**config.mk**
```make
export PLATFORM = sky130hd
export DESIGN_NAME = sra_regs
export DESIGN_NICKNAME = d
export VERILOG_FILES = /design/src/rtl/slot_allocator_reuse_delay_macros.svh /design/src/rtl/sra_pkg.sv /design/src/rtl/sra_regs.sv
export SDC_FILE = /design/constraint.sdc
export NUM_CORES = 1
export LEC_CHECK = 0
export ABC_AREA = 1
export BUFFER_PORTS_ARGS = -buffer_cell sky130_fd_sc_hd__buf_2
export CORE_ASPECT_RATIO = 1.5
export CORE_UTILIZATION = 48
export CTS_CLUSTER_DIAMETER = 30
export DETAILED_ROUTE_END_ITERATION = 8
export PLACE_DENSITY = 0.8
export SYNTH_ARGS = -nofsm -noshare
export SYNTH_HDL_FRONTEND = slang
export SYNTH_SLANG_ARGS = --single-unit
```
**constraint.sdc**
```tcl
create_clock -name i_clk -period 1.52 [get_ports i_clk]
set_input_delay 0.304 -clock i_clk [delete_from_list [all_inputs] [get_ports i_clk]]
set_output_delay 0.304 -clock i_clk [all_outputs]
set_load 0.02 [all_outputs]
```
**src/rtl/slot_allocator_reuse_delay_macros.svh**
```systemverilog
// Assertion macros shared by the slot allocator RTL.
// Included by modules that carry concurrent checks; no other dependencies.
`ifndef SLOT_ALLOCATOR_REUSE_DELAY_MACROS_SVH
`define SLOT_ALLOCATOR_REUSE_DELAY_MACROS_SVH

// antecedent implies consequent in the same cycle
`define SRA_ASSERT_IMPL(lbl, clk, rst_n, ante, cons, msg) \
    lbl: assert property (@(posedge clk) disable iff (!rst_n) (ante) |-> (cons)) \
        else $error(msg);

// antecedent implies consequent in the next cycle
`define SRA_ASSERT_NEXT(lbl, clk, rst_n, ante, cons, msg) \
    lbl: assert property (@(posedge clk) disable iff (!rst_n) (ante) |=> (cons)) \
        else $error(msg);

// invariant on every cycle out of reset
`define SRA_ASSERT_ALWAYS(lbl, clk, rst_n, cons, msg) \
    `SRA_ASSERT_IMPL(lbl, clk, rst_n, 1'b1, cons, msg)

`endif

```
**src/rtl/sra_pkg.sv**
```systemverilog
// Shared types and constants for the slot allocator.
// No dependencies.
`timescale 1ns / 1ps

package sra_pkg;

    localparam int unsigned CFG_ADDR_W = 5;
    localparam int unsigned DATA_W     = 32;
    localparam int unsigned SLOT_W     = 10;
    localparam int unsigned STATUS_W   = 2;
    localparam int unsigned NOW_W      = 32;
    localparam int unsigned LIMIT_W    = 11;
    localparam int unsigned MS_W       = 16;

    localparam logic [SLOT_W-1:0]  RST_FIRST_SLOT    = 10'd2;
    localparam logic [SLOT_W-1:0]  RST_PROTECT_LIMIT = 10'd1;
    localparam logic [LIMIT_W-1:0] RST_SLOT_LIMIT    = 11'd1024;
    localparam logic [MS_W-1:0]    RST_QUARANTINE_MS = 16'd500;
    localparam logic [MS_W-1:0]    RST_GRACE_MS      = 16'd2000;

    typedef enum logic [2:0] {
        REG_FIRST_SLOT    = 3'd0,
        REG_PROTECT_LIMIT = 3'd1,
        REG_SLOT_LIMIT    = 3'd2,
        REG_QUARANTINE_MS = 3'd3,
        REG_GRACE_MS      = 3'd4
    } t_reg_idx;

    typedef enum logic {
        OP_ALLOC = 1'b0,
        OP_FREE  = 1'b1
    } t_op;

    typedef enum logic [STATUS_W-1:0] {
        ST_GRANTED   = 2'd0,
        ST_NONE      = 2'd1,
        ST_FREED     = 2'd2,
        ST_PROTECTED = 2'd3
    } t_status;

    typedef struct packed {
        logic [SLOT_W-1:0]  first_slot;
        logic [SLOT_W-1:0]  protect_limit;
        logic [LIMIT_W-1:0] slot_limit;
        logic [MS_W-1:0]    quarantine_ms;
        logic [MS_W-1:0]    grace_ms;
    } t_cfg;

endpackage

```
**src/rtl/sra_regs.sv**
```systemverilog
// APB configuration register file for the slot allocator.
// Depends on sra_pkg.
`timescale 1ns / 1ps

module sra_regs (
    input  logic                             i_clk,
    input  logic                             i_rst_n,
    input  logic                             psel,
    input  logic                             penable,
    input  logic                             pwrite,
    input  logic [sra_pkg::CFG_ADDR_W-1:0]   paddr,
    input  logic [sra_pkg::DATA_W-1:0]       pwdata,
    output logic [sra_pkg::DATA_W-1:0]       prdata,
    output logic                             pready,
    output sra_pkg::t_cfg                    o_cfg
);
    import sra_pkg::*;

    t_cfg     r_cfg;
    t_cfg     n_cfg;
    t_reg_idx w_idx;
    logic     w_wr;

    assign w_idx  = t_reg_idx'(paddr[CFG_ADDR_W-1:2]);
    assign w_wr   = psel && penable && pwrite;
    assign pready = 1'b1;
    assign o_cfg  = r_cfg;

    always_comb begin
        n_cfg = r_cfg;
        if (w_wr) begin
            unique case (w_idx)
                REG_FIRST_SLOT:    n_cfg.first_slot    = pwdata[SLOT_W-1:0];
                REG_PROTECT_LIMIT: n_cfg.protect_limit = pwdata[SLOT_W-1:0];
                REG_SLOT_LIMIT:    n_cfg.slot_limit    = pwdata[LIMIT_W-1:0];
                REG_QUARANTINE_MS: n_cfg.quarantine_ms = pwdata[MS_W-1:0];
                REG_GRACE_MS:      n_cfg.grace_ms      = pwdata[MS_W-1:0];
                default: ;
            endcase
        end
    end

    always_comb begin
        unique case (w_idx)
            REG_FIRST_SLOT:    prdata = DATA_W'(r_cfg.first_slot);
            REG_PROTECT_LIMIT: prdata = DATA_W'(r_cfg.protect_limit);
            REG_SLOT_LIMIT:    prdata = DATA_W'(r_cfg.slot_limit);
            REG_QUARANTINE_MS: prdata = DATA_W'(r_cfg.quarantine_ms);
            REG_GRACE_MS:      prdata = DATA_W'(r_cfg.grace_ms);
            default:           prdata = '0;
        endcase
    end

    always_ff @(posedge i_clk) begin
        if (!i_rst_n) begin
            r_cfg <= '{first_slot:    RST_FIRST_SLOT,
                       protect_limit: RST_PROTECT_LIMIT,
                       slot_limit:    RST_SLOT_LIMIT,
                       quarantine_ms: RST_QUARANTINE_MS,
                       grace_ms:      RST_GRACE_MS};
        end else begin
            r_cfg <= n_cfg;
        end
    end

endmodule

```
# After elaboration in Yosys (flattened, before gate mapping)
# Cells that the tools add are included.
# totals
input_bits,42
elab_cells,18
ff_bits,63
# op_classes
n_eq_ne,4
n_reduce_logical,8
muxes,1
# op_table
op,n
16-bit one-hot mux with 5 select lines,1
2-bit AND reduction,5
"3-bit by 2-bit equality test with 1-bit output, second input constant",2
"3-bit by 1-bit equality test with 1-bit output, second input constant",1
"3-bit equality test, second input constant",1
3-bit zero test,1
1-bit logical AND,2

# Logic depth before layout (Yosys ltp)
# depth
ltp_word,3
mapped_depth,9
ltp_nobuf,7

# Worst setup path before layout
# Ideal clock, no wire load.
# synth_timing
path_kind,input -> output
startpoint,input paddr[3] in the netlist's numbering
endpoint,output prdata[0] in the netlist's numbering
arrival_ns,1.224
slack_ns,-0.008
n_path_buf,2
stages,9
t_required_ns,1.216
cell_sequence,buf_4 > inv_2 > nand2_2 > nor2_4 > buf_2 > nand2_1 > nand2_1 > inv_1 > nand2_1
# synth_via
elab_chain_len,2
# synth_lines
element,line_no,text
start: declaration,sra_regs.sv:11,"input logic [sra_pkg::CFG_ADDR_W-1:0] paddr,"
"3-bit equality test, or another cell as far along",sra_regs.sv:44,unique case (w_idx)
16-bit one-hot mux with 5 select lines *,sra_regs.sv:44,
end: declaration,sra_regs.sv:13,"output logic [sra_pkg::DATA_W-1:0] prdata,"
# Mark *: on every way between the ends. The rest lies on a longest branch, timed or not.

# Worst setup path after layout
# layout_timing
startpoint,input paddr[4] in the netlist's numbering
endpoint,output prdata[1] in the netlist's numbering
# The elaborated chain is that of the path after synthesis.

==> Implementation_results.wiki <==
{| class="wikitable"
! Metric !! Value
|-
| Total clock buffers created by CTS || 9
|-
| Routability cong. || 0.911
|-
| Crit end category || primary output
|-
| Slack of the critical path || 32.0 ps
|-
| Data arrival at the endpoint of the critical path || approximately 1200 ps
|-
| Pin count of the biggest net entering global routing || between 60 and 70
|-
| Worst setup timing slack at the placement stage || -117 ps
|-
| Synthesized cell area || approximately 3300 um^2
|-
| Via count || 3666
|-
| Num Clock Sinks || 63
|-
| Switching portion of total power || a little under 30%
|-
| Number of cells traversed by the worst register-to-register path || 2
|-
| Final ANT Viol Nets || 0
|-
| Internal cell power || about 2.5 mW
|-
| Portion of total power attributed to combinational logic || 16.7%
|-
| Synthesized area per cell || between 6 and 7 um^2
|-
| Kind of start point of the critical path || primary input
|-
| Fin Clk Skew || 0 ps
|-
| Part of the power in the clock network || 34.6%
|-
| Result of the run || complete, no violations
|-
| Post-route insts no fill || roughly 710
|-
| Clk root buf || sky130_fd_sc_hd__clkbuf_8
|-
| Synthesis warning total || 0
|-
| Beginning of the critical path || paddr[4]
|-
| Switching component of the power || 1.01 mW
|-
| Starting density of the core || 50.2%
|-
| Netlist cell types || 19
|-
| Post-synthesis sequential area ratio || 38.2%
|-
| Worst flop-to-flop path startpoint || o_cfg[12]
|-
| Total gr overflow || 0
|-
| Leakage power summed over all cells || about 2.3 nW
|-
| Share of power burned in registers || between 40 and 50%
|-
| Count of final setup violators || 0
|-
| Core Rows || 36
|-
| Half-perimeter wire length of the detailed placement result || 6770 um
|-
| Final hold vios || 0
|-
| Share of post-route cells with drive strength above 1 || 32.4%
|-
| Overall die area || a little over 7000 um^2
|-
| Placeable core area || 6580 um^2
|-
| PortBufs || slightly above 100
|-
| Number of global-route vias before repair || 3435
|-
| Post-Route Setup TNS || 0 ps
|-
| Pins over their slew limit || 0
|-
| Mean number of vias per cell || 5.15
|-
| Minimum setup slack among reg-to-reg paths || between 800 and 900 ps
|-
| Pre-antenna DRT Iters || 6
|-
| Die height || 104 um
|-
| Global-route wire length before repair || between 15000 and 20000 um
|-
| Final Routed Wirelength || 9790 um
|-
| Crit path to || prdata[1]
|-
| Hold_buf cts || 0
|-
| Antenna diode instance count || 0
|-
| Classification of the worst-slack hold path || primary input to flop
|-
| Highest fanout seen on the critical path || 6
|-
| Part of the cycle the worst path needs || 97.9%
|-
| Maximum level of the CTS H-tree || 3
|-
| Worst EP required || 1220 ps
|-
| Clock tree from TritonCTS || yes
|-
| Amount of wire on met2 after detailed routing || 5020 um
|-
| Synthesis-stage register bit count || 63
|-
| Peak Freq || just under 700 MHz
|-
| Number of violations of the max-capacitance limit || 0
|-
| Detailed-routed wire length on met3 || ~730 um
|-
| Kind of critical path || primary input to primary output
|-
| Layout-stage area growth over the synthesis result || 36.7%
|-
| Initial antenna violation count || 0
|-
| Wl on met1 || 3740 um
|-
| Power density cells || 770 nW/um^2
|-
| Register clock-pin slew on the reported worst setup and hold paths || around 60 ps
|-
| Overall track demand over capacity in global routing || between 20 and 30%
|-
| Iteration-0 DRC Markers || roughly 380
|-
| Highest metal layer with signal wires || met4
|-
| Unrepaired setup endpoints after global routing || true
|-
| Die extent in x || ~70 um
|-
| Reg-to-Reg End || o_cfg[12]
|-
| Placed insts || 693
|-
| Clock latency on the worst-skew pair || roughly 340 ps
|-
| Nets || 675
|-
| Buffer depth of the longest clock path || 2
|-
| Maximum resistive drop on vdd || 0.632 mV
|-
| Count of unresolved DRC violations after routing || 0
|-
| Max FFs per register || 63
|-
| Worst hold-check slack || 192 ps
|-
| Wire per inst || 13.8 um
|-
| Total power after layout || roughly 3.5 mW
|-
| Boundary Pins || 138
|-
| Synthesized netlist cell count || around 500
|-
| Time the final worst path needs with I/O delays and setup || 1490 ps
|}
==> cells in the mapped netlist, drive strengths merged <==
cell type  instances  area (um^2)
nand2            156          588
nor2             123          527
nand3             71          385
dfxtp             63         1260
buf               40          283
inv               36          135
nand4             13         81.3
clkbuf             4         15.0
o21ai              3         15.0
conb               2         7.51
==> routing by layer <==
| metal | up-vias | global-route usage (%) |
|---|---|---|
| li1 | 1799 | - |
| met5 | - | 0 |
| met3 | 29 | 7.30 |
| met1 | 1665 | 30.8 |
| met2 | 173 | 46.5 |
| met4 | 0 | 14.6 |
==> cell usage in the layout, fill, tap and decap left out, types with 7 or more instances in the layout <==
master	Yosys	layout
sky130_fd_sc_hd__nand2_1	155	136
sky130_fd_sc_hd__nand4_1	13	13
sky130_fd_sc_hd__inv_1	32	29
sky130_fd_sc_hd__buf_4	23	28
sky130_fd_sc_hd__buf_12	0	12
sky130_fd_sc_hd__nand2_2	1	16
sky130_fd_sc_hd__buf_6	5	13
sky130_fd_sc_hd__nor2_1	113	108
sky130_fd_sc_hd__dfxtp_2	0	7
sky130_fd_sc_hd__nand3_1	68	65
sky130_fd_sc_hd__nor2_4	8	8
sky130_fd_sc_hd__dfxtp_1	63	56
sky130_fd_sc_hd__buf_2	7	85
sky130_fd_sc_hd__clkbuf_8	0	9
sky130_fd_sc_hd__conb_1	2	17
sky130_fd_sc_hd__nor2_2	2	7
==> layout make-up <==
type | count | area, um^2
inverters | 36 | 165
repair buffers | 140 | 1060
fillers | 542 | 2070
well taps | 76 | 95.1
multi-input cells | 383 | 1770
clock inverters | 2 | 10.0
flip-flops and latches | 63 | 1270
clock buffers | 12 | 135
==> power groups by stage <==
stage	logic, mW	registers [mW]	clock network, mW
floorplan	0.319	1.75	0
global placement	0.494	1.73	0
detailed placement	0.501	1.73	0
CTS	0.551	1.69	1.20
global route	0.622	1.69	1.30
finish	0.581	1.69	1.20
==> kinds of logic (layout without fill, tap and decap cells) <==
logic type,count (synthesis),in the layout,synth area share [%]
AOI/OAI and AO/OA,3,3,0.455
other,2,17,0.228
DFF,63,63,38.2
and+or+nand+nor,363,363,48.0
buffers and inverters,80,190,13.1
==> stage by stage <==
step | utilization, % | cell area (um^2)
floorplan | - | 3360
global placement | 61.5 | 4050
detailed placement | 61.5 | 4050
CTS | 66.5 | 4380
global route | 68.6 | 4510
finish | 68.6 | 4510
==> repair_timing <==
action	CTS	global route
buffers inserted	4	2
gates cloned	1	0
setup endpoints to repair	16	15
resized for setup	47	42
pin swaps	7	15
endpoints found under the hold margin	0	0
==> critical path, cell delays in order <==
cell	delay [ps]
sky130_fd_sc_hd__buf_8	100
sky130_fd_sc_hd__inv_6	80
sky130_fd_sc_hd__buf_12	130
sky130_fd_sc_hd__nand2_2	60
sky130_fd_sc_hd__nor2_4	210
sky130_fd_sc_hd__nand2_1	70
sky130_fd_sc_hd__nand2_1	60
sky130_fd_sc_hd__buf_2	150
==> how the worst min path moves through the flow <==
stage | slack (ps) | cells past startpoint | startpoint | endpoint
floorplan | 430 | 2 | pwdata[10] | o_cfg[42]
global placement | 460 | 2 | o_cfg[8] | o_cfg[8]
detailed placement | 470 | 2 | o_cfg[7] | o_cfg[7]
CTS | 180 | 3 | pwdata[2] | o_cfg[18]
global route | 200 | 3 | pwdata[1] | o_cfg[54]
finish | 190 | 3 | pwdata[2] | o_cfg[18]
Note: power is estimated with default switching activity, not from simulation.
