--- src/rtl/slot_allocator_reuse_delay_macros.svh ---
// Assertion macros shared by the slot allocator RTL.
// Included by modules that carry concurrent checks; no other dependencies.
`ifndef SLOT_ALLOCATOR_REUSE_DELAY_MACROS_SVH
`define SLOT_ALLOCATOR_REUSE_DELAY_MACROS_SVH

// antecedent implies consequent in the same cycle
`define SRA_ASSERT_IMPL(lbl, clk, rst_n, ante, cons, msg) \
    lbl: assert property (@(posedge clk) disable iff (!rst_n) (ante) |-> (cons)) \
        else $error(msg);

// antecedent implies consequent in the next cycle
`define SRA_ASSERT_NEXT(lbl, clk, rst_n, ante, cons, msg) \
    lbl: assert property (@(posedge clk) disable iff (!rst_n) (ante) |=> (cons)) \
        else $error(msg);

// invariant on every cycle out of reset
`define SRA_ASSERT_ALWAYS(lbl, clk, rst_n, cons, msg) \
    `SRA_ASSERT_IMPL(lbl, clk, rst_n, 1'b1, cons, msg)

`endif

--- src/rtl/sra_pkg.sv ---
// Shared types and constants for the slot allocator.
// No dependencies.
`timescale 1ns / 1ps

package sra_pkg;

    localparam int unsigned CFG_ADDR_W = 5;
    localparam int unsigned DATA_W     = 32;
    localparam int unsigned SLOT_W     = 10;
    localparam int unsigned STATUS_W   = 2;
    localparam int unsigned NOW_W      = 32;
    localparam int unsigned LIMIT_W    = 11;
    localparam int unsigned MS_W       = 16;

    localparam logic [SLOT_W-1:0]  RST_FIRST_SLOT    = 10'd2;
    localparam logic [SLOT_W-1:0]  RST_PROTECT_LIMIT = 10'd1;
    localparam logic [LIMIT_W-1:0] RST_SLOT_LIMIT    = 11'd1024;
    localparam logic [MS_W-1:0]    RST_QUARANTINE_MS = 16'd500;
    localparam logic [MS_W-1:0]    RST_GRACE_MS      = 16'd2000;

    typedef enum logic [2:0] {
        REG_FIRST_SLOT    = 3'd0,
        REG_PROTECT_LIMIT = 3'd1,
        REG_SLOT_LIMIT    = 3'd2,
        REG_QUARANTINE_MS = 3'd3,
        REG_GRACE_MS      = 3'd4
    } t_reg_idx;

    typedef enum logic {
        OP_ALLOC = 1'b0,
        OP_FREE  = 1'b1
    } t_op;

    typedef enum logic [STATUS_W-1:0] {
        ST_GRANTED   = 2'd0,
        ST_NONE      = 2'd1,
        ST_FREED     = 2'd2,
        ST_PROTECTED = 2'd3
    } t_status;

    typedef struct packed {
        logic [SLOT_W-1:0]  first_slot;
        logic [SLOT_W-1:0]  protect_limit;
        logic [LIMIT_W-1:0] slot_limit;
        logic [MS_W-1:0]    quarantine_ms;
        logic [MS_W-1:0]    grace_ms;
    } t_cfg;

endpackage

--- src/rtl/sra_if.sv ---
// Request and response channel interfaces for the slot allocator.
// Depends on sra_pkg for field widths.
`timescale 1ns / 1ps

interface sra_req_if;
    import sra_pkg::*;
    logic              valid;
    logic              ready;
    logic              op;
    logic [SLOT_W-1:0] slot_index;
    logic [NOW_W-1:0]  now_ms;

    modport source(output valid, output op, output slot_index, output now_ms, input ready);
    modport sink(input valid, input op, input slot_index, input now_ms, output ready);
endinterface

interface sra_rsp_if;
    import sra_pkg::*;
    logic                valid;
    logic                ready;
    logic [SLOT_W-1:0]   granted_slot;
    logic [STATUS_W-1:0] status;

    modport source(output valid, output granted_slot, output status, input ready);
    modport sink(input valid, input granted_slot, input status, output ready);
endinterface

--- src/rtl/sra_engine.sv ---
// Allocate/free sequencer: scans the slot table, decides the grant, writes
// back and holds the response register. Depends on sra_pkg, sra_if, macros.
`timescale 1ns / 1ps
`include "slot_allocator_reuse_delay_macros.svh"

module sra_engine #(
    parameter int SLOTS     = 1024,
    parameter int TIME_BITS = 32
) (
    input  logic                     i_clk,
    input  logic                     i_rst_n,
    input  sra_pkg::t_cfg            i_cfg,
    input  logic                     i_clearing,
    sra_req_if.sink                  i_req,
    sra_rsp_if.source                o_rsp,
    output logic                     o_rd_en,
    output logic [$clog2(SLOTS)-1:0] o_rd_addr,
    input  logic                     i_rd_busy,
    input  logic [TIME_BITS-1:0]     i_rd_stamp,
    output logic                     o_wr_en,
    output logic                     o_wr_stamp_en,
    output logic [$clog2(SLOTS)-1:0] o_wr_addr,
    output logic                     o_wr_busy,
    output logic [TIME_BITS-1:0]     o_wr_stamp
);
    import sra_pkg::*;

    localparam int IW = $clog2(SLOTS);
    localparam int CW = $clog2(SLOTS + 1);
    localparam int XW = (CW > LIMIT_W) ? CW : LIMIT_W;
    localparam int TW = TIME_BITS;
    localparam logic [XW-1:0] SLOTS_X = XW'(SLOTS);

    typedef enum logic [2:0] {
        S_IDLE   = 3'b001,
        S_SCAN   = 3'b010,
        S_FINISH = 3'b100
    } t_state;

    t_state              r_state;
    t_state              n_state;
    logic [TW-1:0]       r_now;
    logic [XW-1:0]       r_end;
    logic [XW-1:0]       r_addr;
    logic                r_rd_vld;
    logic [IW-1:0]       r_rd_addr;
    logic                r_any_found;
    logic [IW-1:0]       r_any_slot;
    logic [XW-1:0]       r_hw;
    logic [IW-1:0]       r_res_slot;
    t_status             r_res_status;
    logic                r_res_wr;
    logic                r_res_busy;
    logic                r_res_stamp_wr;
    logic                r_out_vld;
    logic [SLOT_W-1:0]   r_out_slot;
    t_status             r_out_status;

    logic [XW-1:0]       w_fs;
    logic [XW-1:0]       w_sl;
    logic [XW-1:0]       w_span;
    logic [XW-1:0]       w_end;
    logic [XW-1:0]       w_lim;
    logic [XW-1:0]       w_idx_x;
    logic                w_protected;
    logic                w_accept;
    logic                w_is_free;
    logic                w_issue;
    logic [TW-1:0]       w_age;
    logic                w_strict;
    logic                w_hit;
    logic                w_scan_done;
    logic                w_grow;
    logic                w_out_free;

    // span in use is max(high water, first slot), capped at the table
    assign w_fs   = XW'(i_cfg.first_slot);
    assign w_sl   = XW'(i_cfg.slot_limit);
    assign w_span = (r_hw > w_fs) ? r_hw : w_fs;
    assign w_end  = (w_span > SLOTS_X) ? SLOTS_X : w_span;
    assign w_lim  = (w_sl > SLOTS_X) ? SLOTS_X : w_sl;
    assign w_grow = (r_end < w_lim) && (w_fs < SLOTS_X);

    assign w_idx_x     = XW'(i_req.slot_index);
    assign w_protected = (w_idx_x <= XW'(i_cfg.protect_limit)) || (w_idx_x >= SLOTS_X);
    assign w_accept    = i_req.valid && i_req.ready;
    assign w_is_free   = (t_op'(i_req.op) == OP_FREE);

    // one table read per cycle; data returns in the next cycle
    assign w_issue     = (r_state == S_SCAN) && (r_addr < r_end);
    assign w_age       = r_now - i_rd_stamp;
    assign w_strict    = !i_rd_busy && ((i_rd_stamp < TW'(i_cfg.grace_ms)) ||
                                        (w_age > TW'(i_cfg.quarantine_ms)));
    assign w_hit       = r_rd_vld && w_strict;
    assign w_scan_done = (r_state == S_SCAN) && !w_issue && !r_rd_vld;
    assign w_out_free  = !r_out_vld || o_rsp.ready;

    assign i_req.ready        = (r_state == S_IDLE) && !i_clearing;
    assign o_rsp.valid        = r_out_vld;
    assign o_rsp.granted_slot = r_out_slot;
    assign o_rsp.status       = r_out_status;

    assign o_rd_en       = w_issue;
    assign o_rd_addr     = r_addr[IW-1:0];
    assign o_wr_en       = (r_state == S_FINISH) && w_out_free && r_res_wr;
    assign o_wr_stamp_en = r_res_stamp_wr;
    assign o_wr_addr     = r_res_slot;
    assign o_wr_busy     = r_res_busy;
    assign o_wr_stamp    = r_now;

    always_comb begin
        n_state = r_state;
        unique case (r_state)
            S_IDLE: begin
                if (w_accept) begin
                    n_state = w_is_free ? S_FINISH : S_SCAN;
                end
            end
            S_SCAN: begin
                if (w_hit || w_scan_done) begin
                    n_state = S_FINISH;
                end
            end
            S_FINISH: begin
                if (w_out_free) begin
                    n_state = S_IDLE;
                end
            end
            default: n_state = S_IDLE;
        endcase
    end

    // control
    always_ff @(posedge i_clk) begin
        if (!i_rst_n) begin
            r_state   <= S_IDLE;
            r_rd_vld  <= 1'b0;
            r_hw      <= '0;
            r_out_vld <= 1'b0;
        end else begin
            r_state  <= n_state;
            r_rd_vld <= w_issue;
            if (w_scan_done && !r_rd_vld && w_grow) begin
                r_hw <= r_end + 1'b1;
            end
            if ((r_state == S_FINISH) && w_out_free) begin
                r_out_vld <= 1'b1;
            end else if (o_rsp.ready) begin
                r_out_vld <= 1'b0;
            end
        end
    end

    // payload
    always_ff @(posedge i_clk) begin
        if ((r_state == S_IDLE) && w_accept) begin
            r_now       <= TW'(i_req.now_ms);
            r_end       <= w_end;
            r_addr      <= w_fs;
            r_any_found <= 1'b0;
            if (w_is_free) begin
                r_res_slot     <= IW'(i_req.slot_index);
                r_res_status   <= w_protected ? ST_PROTECTED : ST_FREED;
                r_res_wr       <= !w_protected;
                r_res_busy     <= 1'b0;
                r_res_stamp_wr <= 1'b1;
            end
        end
        if (w_issue) begin
            r_addr    <= r_addr + 1'b1;
            r_rd_addr <= r_addr[IW-1:0];
        end
        // remember the lowest free slot as the fallback
        if (r_rd_vld && !i_rd_busy && !r_any_found) begin
            r_any_found <= 1'b1;
            r_any_slot  <= r_rd_addr;
        end
        if ((r_state == S_SCAN) && (w_hit || w_scan_done)) begin
            r_res_busy     <= 1'b1;
            r_res_stamp_wr <= 1'b0;
            r_res_wr       <= 1'b1;
            r_res_status   <= ST_GRANTED;
            if (w_hit) begin
                r_res_slot <= r_rd_addr;
            end else if (w_grow) begin
                r_res_slot <= r_end[IW-1:0];
            end else if (r_any_found) begin
                r_res_slot <= r_any_slot;
            end else begin
                r_res_wr     <= 1'b0;
                r_res_status <= ST_NONE;
            end
        end
        if ((r_state == S_FINISH) && w_out_free) begin
            r_out_status <= r_res_status;
            r_out_slot   <= (r_res_status == ST_GRANTED) ? SLOT_W'(r_res_slot) : '0;
        end
    end

    `SRA_ASSERT_ALWAYS(a_hw_bound, i_clk, i_rst_n, r_hw <= SLOTS_X, "high water beyond table")
    `SRA_ASSERT_NEXT(a_finish_loads, i_clk, i_rst_n, (r_state == S_FINISH) && w_out_free, r_out_vld && (r_state == S_IDLE), "finish did not load response")
    `SRA_ASSERT_IMPL(a_grant_in_span, i_clk, i_rst_n, (r_state == S_FINISH) && (r_res_status == ST_GRANTED), (XW'(r_res_slot) >= w_fs) && (XW'(r_res_slot) < SLOTS_X), "grant outside allocatable range")

endmodule

--- src/flat_wrapper.sv ---
// flat-port wrapper written by rule: the top's interface ports become plain ports
module sra_engine_flat import sra_pkg::*;
#(
    parameter int SLOTS     = 1024,
    parameter int TIME_BITS = 32
)
  (i_clk, i_rst_n, i_cfg, i_clearing, o_rd_en, o_rd_addr, i_rd_busy, i_rd_stamp, o_wr_en, o_wr_stamp_en, o_wr_addr, o_wr_busy, o_wr_stamp, i_req_valid, i_req_op, i_req_slot_index, i_req_now_ms, i_req_ready, o_rsp_valid, o_rsp_granted_slot, o_rsp_status, o_rsp_ready);
  sra_req_if i_req_i ();
  sra_rsp_if o_rsp_i ();
  input  logic i_clk;
  input  logic i_rst_n;
  input  sra_pkg::t_cfg i_cfg;
  input  logic i_clearing;
  output logic o_rd_en;
  output logic [$clog2(SLOTS)-1:0] o_rd_addr;
  input  logic i_rd_busy;
  input  logic [TIME_BITS-1:0] i_rd_stamp;
  output logic o_wr_en;
  output logic o_wr_stamp_en;
  output logic [$clog2(SLOTS)-1:0] o_wr_addr;
  output logic o_wr_busy;
  output logic [TIME_BITS-1:0] o_wr_stamp;
  input wire logic [$bits(i_req_i.valid)-1:0] i_req_valid;
  input wire logic [$bits(i_req_i.op)-1:0] i_req_op;
  input wire logic [$bits(i_req_i.slot_index)-1:0] i_req_slot_index;
  input wire logic [$bits(i_req_i.now_ms)-1:0] i_req_now_ms;
  output wire logic [$bits(i_req_i.ready)-1:0] i_req_ready;
  output wire logic [$bits(o_rsp_i.valid)-1:0] o_rsp_valid;
  output wire logic [$bits(o_rsp_i.granted_slot)-1:0] o_rsp_granted_slot;
  output wire logic [$bits(o_rsp_i.status)-1:0] o_rsp_status;
  input wire logic [$bits(o_rsp_i.ready)-1:0] o_rsp_ready;
  assign i_req_i.valid = i_req_valid;
  assign i_req_i.op = i_req_op;
  assign i_req_i.slot_index = i_req_slot_index;
  assign i_req_i.now_ms = i_req_now_ms;
  assign i_req_ready = i_req_i.ready;
  assign o_rsp_valid = o_rsp_i.valid;
  assign o_rsp_granted_slot = o_rsp_i.granted_slot;
  assign o_rsp_status = o_rsp_i.status;
  assign o_rsp_i.ready = o_rsp_ready;
  sra_engine #(.SLOTS(SLOTS), .TIME_BITS(TIME_BITS)) u_core (.i_clk(i_clk), .i_rst_n(i_rst_n), .i_cfg(i_cfg), .i_clearing(i_clearing), .i_req(i_req_i), .o_rsp(o_rsp_i), .o_rd_en(o_rd_en), .o_rd_addr(o_rd_addr), .i_rd_busy(i_rd_busy), .i_rd_stamp(i_rd_stamp), .o_wr_en(o_wr_en), .o_wr_stamp_en(o_wr_stamp_en), .o_wr_addr(o_wr_addr), .o_wr_busy(o_wr_busy), .o_wr_stamp(o_wr_stamp));
endmodule
--- config.mk ---
export PLATFORM = sky130hd
export DESIGN_NAME = sra_engine_flat
export DESIGN_NICKNAME = d
export VERILOG_FILES = /design/src/rtl/sra_pkg.sv /design/src/rtl/sra_if.sv /design/src/rtl/sra_engine.sv /design/src/flat_wrapper.sv
export VERILOG_INCLUDE_DIRS = /design/src /design/src/rtl
export SDC_FILE = /design/constraint.sdc
export NUM_CORES = 1
export LEC_CHECK = 0
export ABC_CLOCK_PERIOD_IN_PS = 14100
export BUFFER_PORTS_ARGS = -buffer_cell sky130_fd_sc_hd__buf_2
export CORE_ASPECT_RATIO = 1.4
export CORE_MARGIN = 5
export CORE_UTILIZATION = 49
export CTS_BUF_LIST = sky130_fd_sc_hd__clkbuf_8 sky130_fd_sc_hd__clkbuf_16
export DETAILED_ROUTE_END_ITERATION = 12
export GPL_TIMING_DRIVEN = 0
export HOLD_SLACK_MARGIN = 0.03
export PLACE_DENSITY = 0.72
export RECOVER_POWER = 50
export SLEW_MARGIN = 40
export SYNTH_ARGS = -nofsm -noshare
export SYNTH_HDL_FRONTEND = slang
export SYNTH_SLANG_ARGS = --single-unit
--- constraint.sdc ---
create_clock -name i_clk -period 14.1 [get_ports i_clk]
set_clock_uncertainty 0.1 [all_clocks]
set_input_delay 2.82 -clock i_clk [delete_from_list [all_inputs] [get_ports i_clk]]
set_output_delay 2.82 -clock i_clk [all_outputs]
set_load 0.01 [all_outputs]
Word-level counts from Yosys, hierarchy flattened

Cells that the tools add are included.

Add/subtract/negate cells: 3
$lt $le $gt $ge: 10
Bitwise operators: 0
Reduce and logical (&&, ||, !) cells: 35
Multiply operators: 0
Mux-type cells: 30
Divide/modulo/power cells: 0
Eq/ne operators: 6
Shift operators: 0

Operator list:

| kind                    | number |
|---|---|
| $mux W10                | 6 |
| $mux W11                | 4 |
| $gt A32 B16 Y1          | 1 |
| $lt A32 B16 Y1          | 1 |
| $sub A32 B32 Y32        | 1 |
| $add A11 B1 Y11 const B | 2 |
| $gt A11 B11 Y1 const B  | 2 |
| $lt A11 B11 Y1          | 2 |
| $logic_and A1 B1 Y1     | 16 |
| $mux W3                 | 4 |
| $ge A10 B11 Y1 const B  | 1 |
| $gt A11 B10 Y1          | 1 |
| $lt A10 B11 Y1 const B  | 1 |
| $le A10 B10 Y1          | 1 |
| $mux W1                 | 10 |
| $mux W2                 | 5 |
| $pmux W3 S3             | 1 |
| $reduce_bool A2 Y1      | 4 |
| $logic_not A1 Y1        | 7 |
| $logic_or A1 B1 Y1      | 4 |
| $ne A2 B1 Y1 const B    | 2 |
| $reduce_and A2 Y1       | 2 |
| $eq A3 B1 Y1 const B    | 1 |
| $eq A3 B2 Y1 const B    | 1 |
| 4 further kinds         | 4 |

Memory bits (read-only): 0
Latch bits: 0
Logic and storage cells: 101
Bits in writable memories: 0
Flip-flop bits (word level): 118
Output and inout port bits: 70
Memories: 0

Logic depth before layout (Yosys ltp)

Word-level depth: 9
Depth in mapped cells: 22
Gate-level depth less buffers: 21

Worst setup path after synthesis

Ideal clock, no wire load.

Kind: in2reg
Start: in i_rd_stamp[4]
End: reg u_core.r_res_wr (data pin)
Stages: 19
Slack: 7.432 ns
Required time: 13.737 ns
Arrival: 6.305 ns
Path through: inv_1 ha_1 a21o_1 a31o_2 o211ai_2 nand2_1 xor2_1 ha_1 a21o_1 a21o_1 a2111oi_0 o21ai_0 a2111oi_2 o2111ai_1 nor4_2 a21oi_2 buf_6 nor2_1 a21oi_1

Cells in the longest elaborated chain, start to end: 8
Elaborated cells on any way between the ends: 10

RTL lines:

| item                  | RTL line           | text |
|---|---|---|
| start, declared       | flat_wrapper.sv:17 | `input logic [TIME_BITS-1:0] i_rd_stamp;` |
| $sub A32 B32 Y32      | sra_engine.sv:91   | `assign w_age = r_now - i_rd_stamp;` |
| $gt A32 B16 Y1        | sra_engine.sv:93   | `(w_age > TW'(i_cfg.quarantine_ms)));` |
| $logic_or A1 B1 Y1 *  | sra_engine.sv:92   | `assign w_strict = !i_rd_busy && ((i_rd_stamp < TW'(i_cfg.grace_ms)) \|\|` |
| $logic_and A1 B1 Y1 * | sra_engine.sv:92   |  |
| $logic_and A1 B1 Y1 * | sra_engine.sv:94   | `assign w_hit = r_rd_vld && w_strict;` |
| $logic_or A1 B1 Y1    | sra_engine.sv:178  | `if ((r_state == S_SCAN) && (w_hit \|\| w_scan_done)) begin` |
| $logic_and A1 B1 Y1   | sra_engine.sv:178  |  |
| $mux W1 *             | sra_engine.sv:178  |  |
| end signal, assigned  | sra_engine.sv:164  | `r_res_wr <= !w_protected;` |
| end, declared         | sra_engine.sv:52   | `logic r_res_wr;` |

Every way passes the cells marked *; elsewhere a longest branch is shown, timed or not.
A chain may end at the register's enable or synchronous reset.

Final worst setup path

Start: in i_rd_stamp[0]
End: reg u_core.r_res_status[1] (enable)

Cells in the longest elaborated chain, start to end: 9
Elaborated cells on any way between the ends: 11

RTL lines:

| item                                 | RTL line          | text |
|---|---|---|
| $sub A32 B32 Y32                     | sra_engine.sv:91  |  |
| $gt A32 B16 Y1                       | sra_engine.sv:93  |  |
| $logic_or A1 B1 Y1 *                 | sra_engine.sv:92  |  |
| $logic_and A1 B1 Y1 *                | sra_engine.sv:92  |  |
| $logic_and A1 B1 Y1 *                | sra_engine.sv:94  |  |
| $logic_or A1 B1 Y1 *                 | sra_engine.sv:178 |  |
| $logic_and A1 B1 Y1 *                | sra_engine.sv:178 |  |
| $reduce_bool A2 Y1 (no source line)  | n/a               |  |
| $reduce_and A2 Y1 (no source line) * | n/a               |  |
| end signal, assigned                 | sra_engine.sv:163 | `r_res_status <= w_protected ? ST_PROTECTED : ST_FREED;` |
| end, declared                        | sra_engine.sv:51  | `t_status r_res_status;` |

Marks and branches as above.

==> reports/metrics.cfg <==
[drt]
dr_total_vias=8063
drt_iter0_markers=443
final_antenna_net_count=0
finalWirelength_um=25400
drc=0
wl_per_cell_um=17.8
drt-pass1-iter-count=5
routed_via_density=5.64

[sta]
worst_pin_slew_ns=1.13
slew_headroom_pct=24.2
slew_viol_final=0
fin_crit_ns=7.14
setup_violations=0
hold_violations=0
post-route-period-util_pct=50.6
rsz0062_at_grt=false
tns_ns=0
clock.fmax_mhz=140
fin_ws_ns=6.96

[power]
leakage_nw=4.94
p_per_area_mw_per_mm2=116
irDropWorstVdd_v=0.0000962

[clock_network]
cts_resized=0
postCtsSetupBuffers=0
h-tree-depth=4
cts_tree=built
holdBufCountCts=0
cts_buffers=17
cts.path.max_buffers=2
cts.sinks=118
root_buffer=clkbuf_16
insertion_delay_ns=0.43
cts.clk_slew.worst_paths_ns=0.06

[critical_path]
startpoint=i_rd_stamp[0]
worstPathArrival_ns=7.19
worstReg2RegStart=u_core.o_wr_stamp[0]
cp.depth=19
cp-start-kind=primary input
cp_top_family=compound AO/OA/AOI/OAI gates
critPathMaxStageDelay_ns=0.53
critical_path_class=primary input to flip-flop
path_buf_inv=1
path_cells=buf_2 -> ha_1 -> fa_1 -> nor2b_1 -> o2111ai_1 -> a211oi_1 -> nor3_1 -> xnor2_1 -> ha_1 -> nand2_1 -> nor2_1 -> a211oi_1 -> o21ai_0 -> a2111oi_2 -> o2111ai_1 -> nor4_2 -> a21oi_2 -> a21oi_2 -> nand2_1
r2r_cells=19
cp_data_required_time_ns=14.15
crit_path_top_delay_cell=a2111oi_2
endpoint_kind=flip-flop
crit_fanout=6

[place]
dp_hpwl_um=20900
io_buffers=213
dp_cells=1397
gp_congestion=0.916
dp_worst_setup_slack_ns=6.55

[logic_synthesis]
yosysUniqueCellTypes=68
async_reset_ff_share_pct=0
synth_top_area_share_pct=30.4
yosysTopAreaCell=edfxtp_1
synth_ff_type=edfxtp_1
avgSynthCellArea_um2=9.31
synth_common_cells=inv_1 (107), ha_1 (104), edfxtp_1 (89)
synth_area_leaders=edfxtp_1 (30%), ha_1 (15%), dfxtp_1 (6.6%), inv_1 (4.6%), nor2_1 (3.0%)
yosysWarnings=0
yosysMostFrequentCell=inv_1
synth_edf_count=89
yosysSeqAreaShare_pct=37.0
synthCells=943
synth_nets=1192
synthesis.area_mm2=0.00878
ys_seq_elements=118

[final_layout]
n_antenna_cell=0
nets=1425
syn_to_final_growth_pct=22.3
layout.cells.non_filler=1429
n_fill_cell=1594
drive_above_1_share_pct=22.0

[global_route]
grt_pass1_wl_um=39700
grt_pass1_vias=8154
antenna_found_initial=0
gr-total-overflow=0
grt_util_all_layers_pct=24.5
grt_max_degree=24

[worst_hold_path]
min-delay-start=u_core.r_res_status[0]
whs_path_depth=0
min_path_type=flip-flop to flip-flop

[floorplanning]
coreArea_mm2=0.0178
io_pins=214
initial_core_util_pct=49.4
floorplan.die_area_mm2=0.0207
die_x_um=123
die_h_um=168
num_rows=58

[outcome]
status=finished, final reports clean

[job]
maxCapViolCount=0

-- metrics by stage --
step	utilization (%)	hold WS (ns)	power, mW	area (um^2)
floorplan	-	0.326	0.697	8780
global placement	57.1	0.330	0.812	10100
detailed placement	57.3	0.340	0.824	10200
CTS	60.5	0.353	1.26	10800
global route	60.4	0.359	1.33	10700
finish	60.4	0.352	1.25	10700
-- layout by cell type, fill, tap and decap left out, drive strengths merged, types with 6 or more instances in the layout --
master and instances:
buf 215, inv 115, ha 104, edfxtp 89
nor2 71, nand2 58, a21oi 56, clkbuf 56
o21ai 40, nand3 33, xnor2 29, dfxtp 29
a21o 26, mux2i 22, nand4 20, a211oi 20
o211ai 17, nor3 16, nand2b 12, and2 12
nor2b 11, a221o 11, nand3b 11, nor4 11
o21a 10, and3 7, xor2 6, o31ai 6
-- cell families after synthesis --
| kind of cell | synth area share, % |
|---|---|
| mux | 2.76 |
| buf+inv | 7.04 |
| simple gates | 16.2 |
| compound gates | 18.4 |
| fa+ha+maj | 15.0 |
| flops | 37.0 |
| xor+xnor | 3.49 |
-- layout make-up --
type	count	area, um^2	area share [%]
inverter	108	407	3.79
clock inverter	15	159	1.48
timing repair buffer	214	1070	9.99
clock buffer	17	425	3.96
multi-input combinational	677	4910	45.7
sequential	118	3250	30.3
tap	240	300	2.80
buffer	40	213	1.98
-- power by group --
group / internal [mW] / switching (mW) / total [mW]
combinational: 0.159 / 0.218 / 0.377
clock: 0.250 / 0.181 / 0.431
sequential: 0.412 / 0.0298 / 0.442
-- path summary, 6_finish.rpt --
kind | endpoint | slack [ns]
hold reg to reg | u_core.o_rsp.status[0] | 0.35
setup reg to reg | u_core.r_res_status[1] | 9.08
hold / removal | u_core.o_rsp.status[0] | 0.35
setup / recovery | u_core.r_res_status[1] | 6.96
-- sequential cells by signal, indices dropped and copies added (netlist names), 2 cells and up --
register,flops
u_core.r_addr,11
u_core.r_rd_addr,10
u_core.r_res_status,2
u_core.o_wr_stamp,32
u_core.o_rsp.granted_slot,10
u_core.o_wr_addr,10
u_core.r_state,3
u_core.r_hw,11
u_core.r_end,11
u_core.o_rsp.status,2
u_core.r_any_slot,10
-- metal layers --
layer	share of wire [%]	wire, um	GRT usage, %
met1	37	9330	25.5
met2	52	13100	44.9
met3	6.3	1600	4.50
met4	5.4	1380	14.2
met5	0	0	0
No activity file was read; power rests on OpenSTA's default activity.
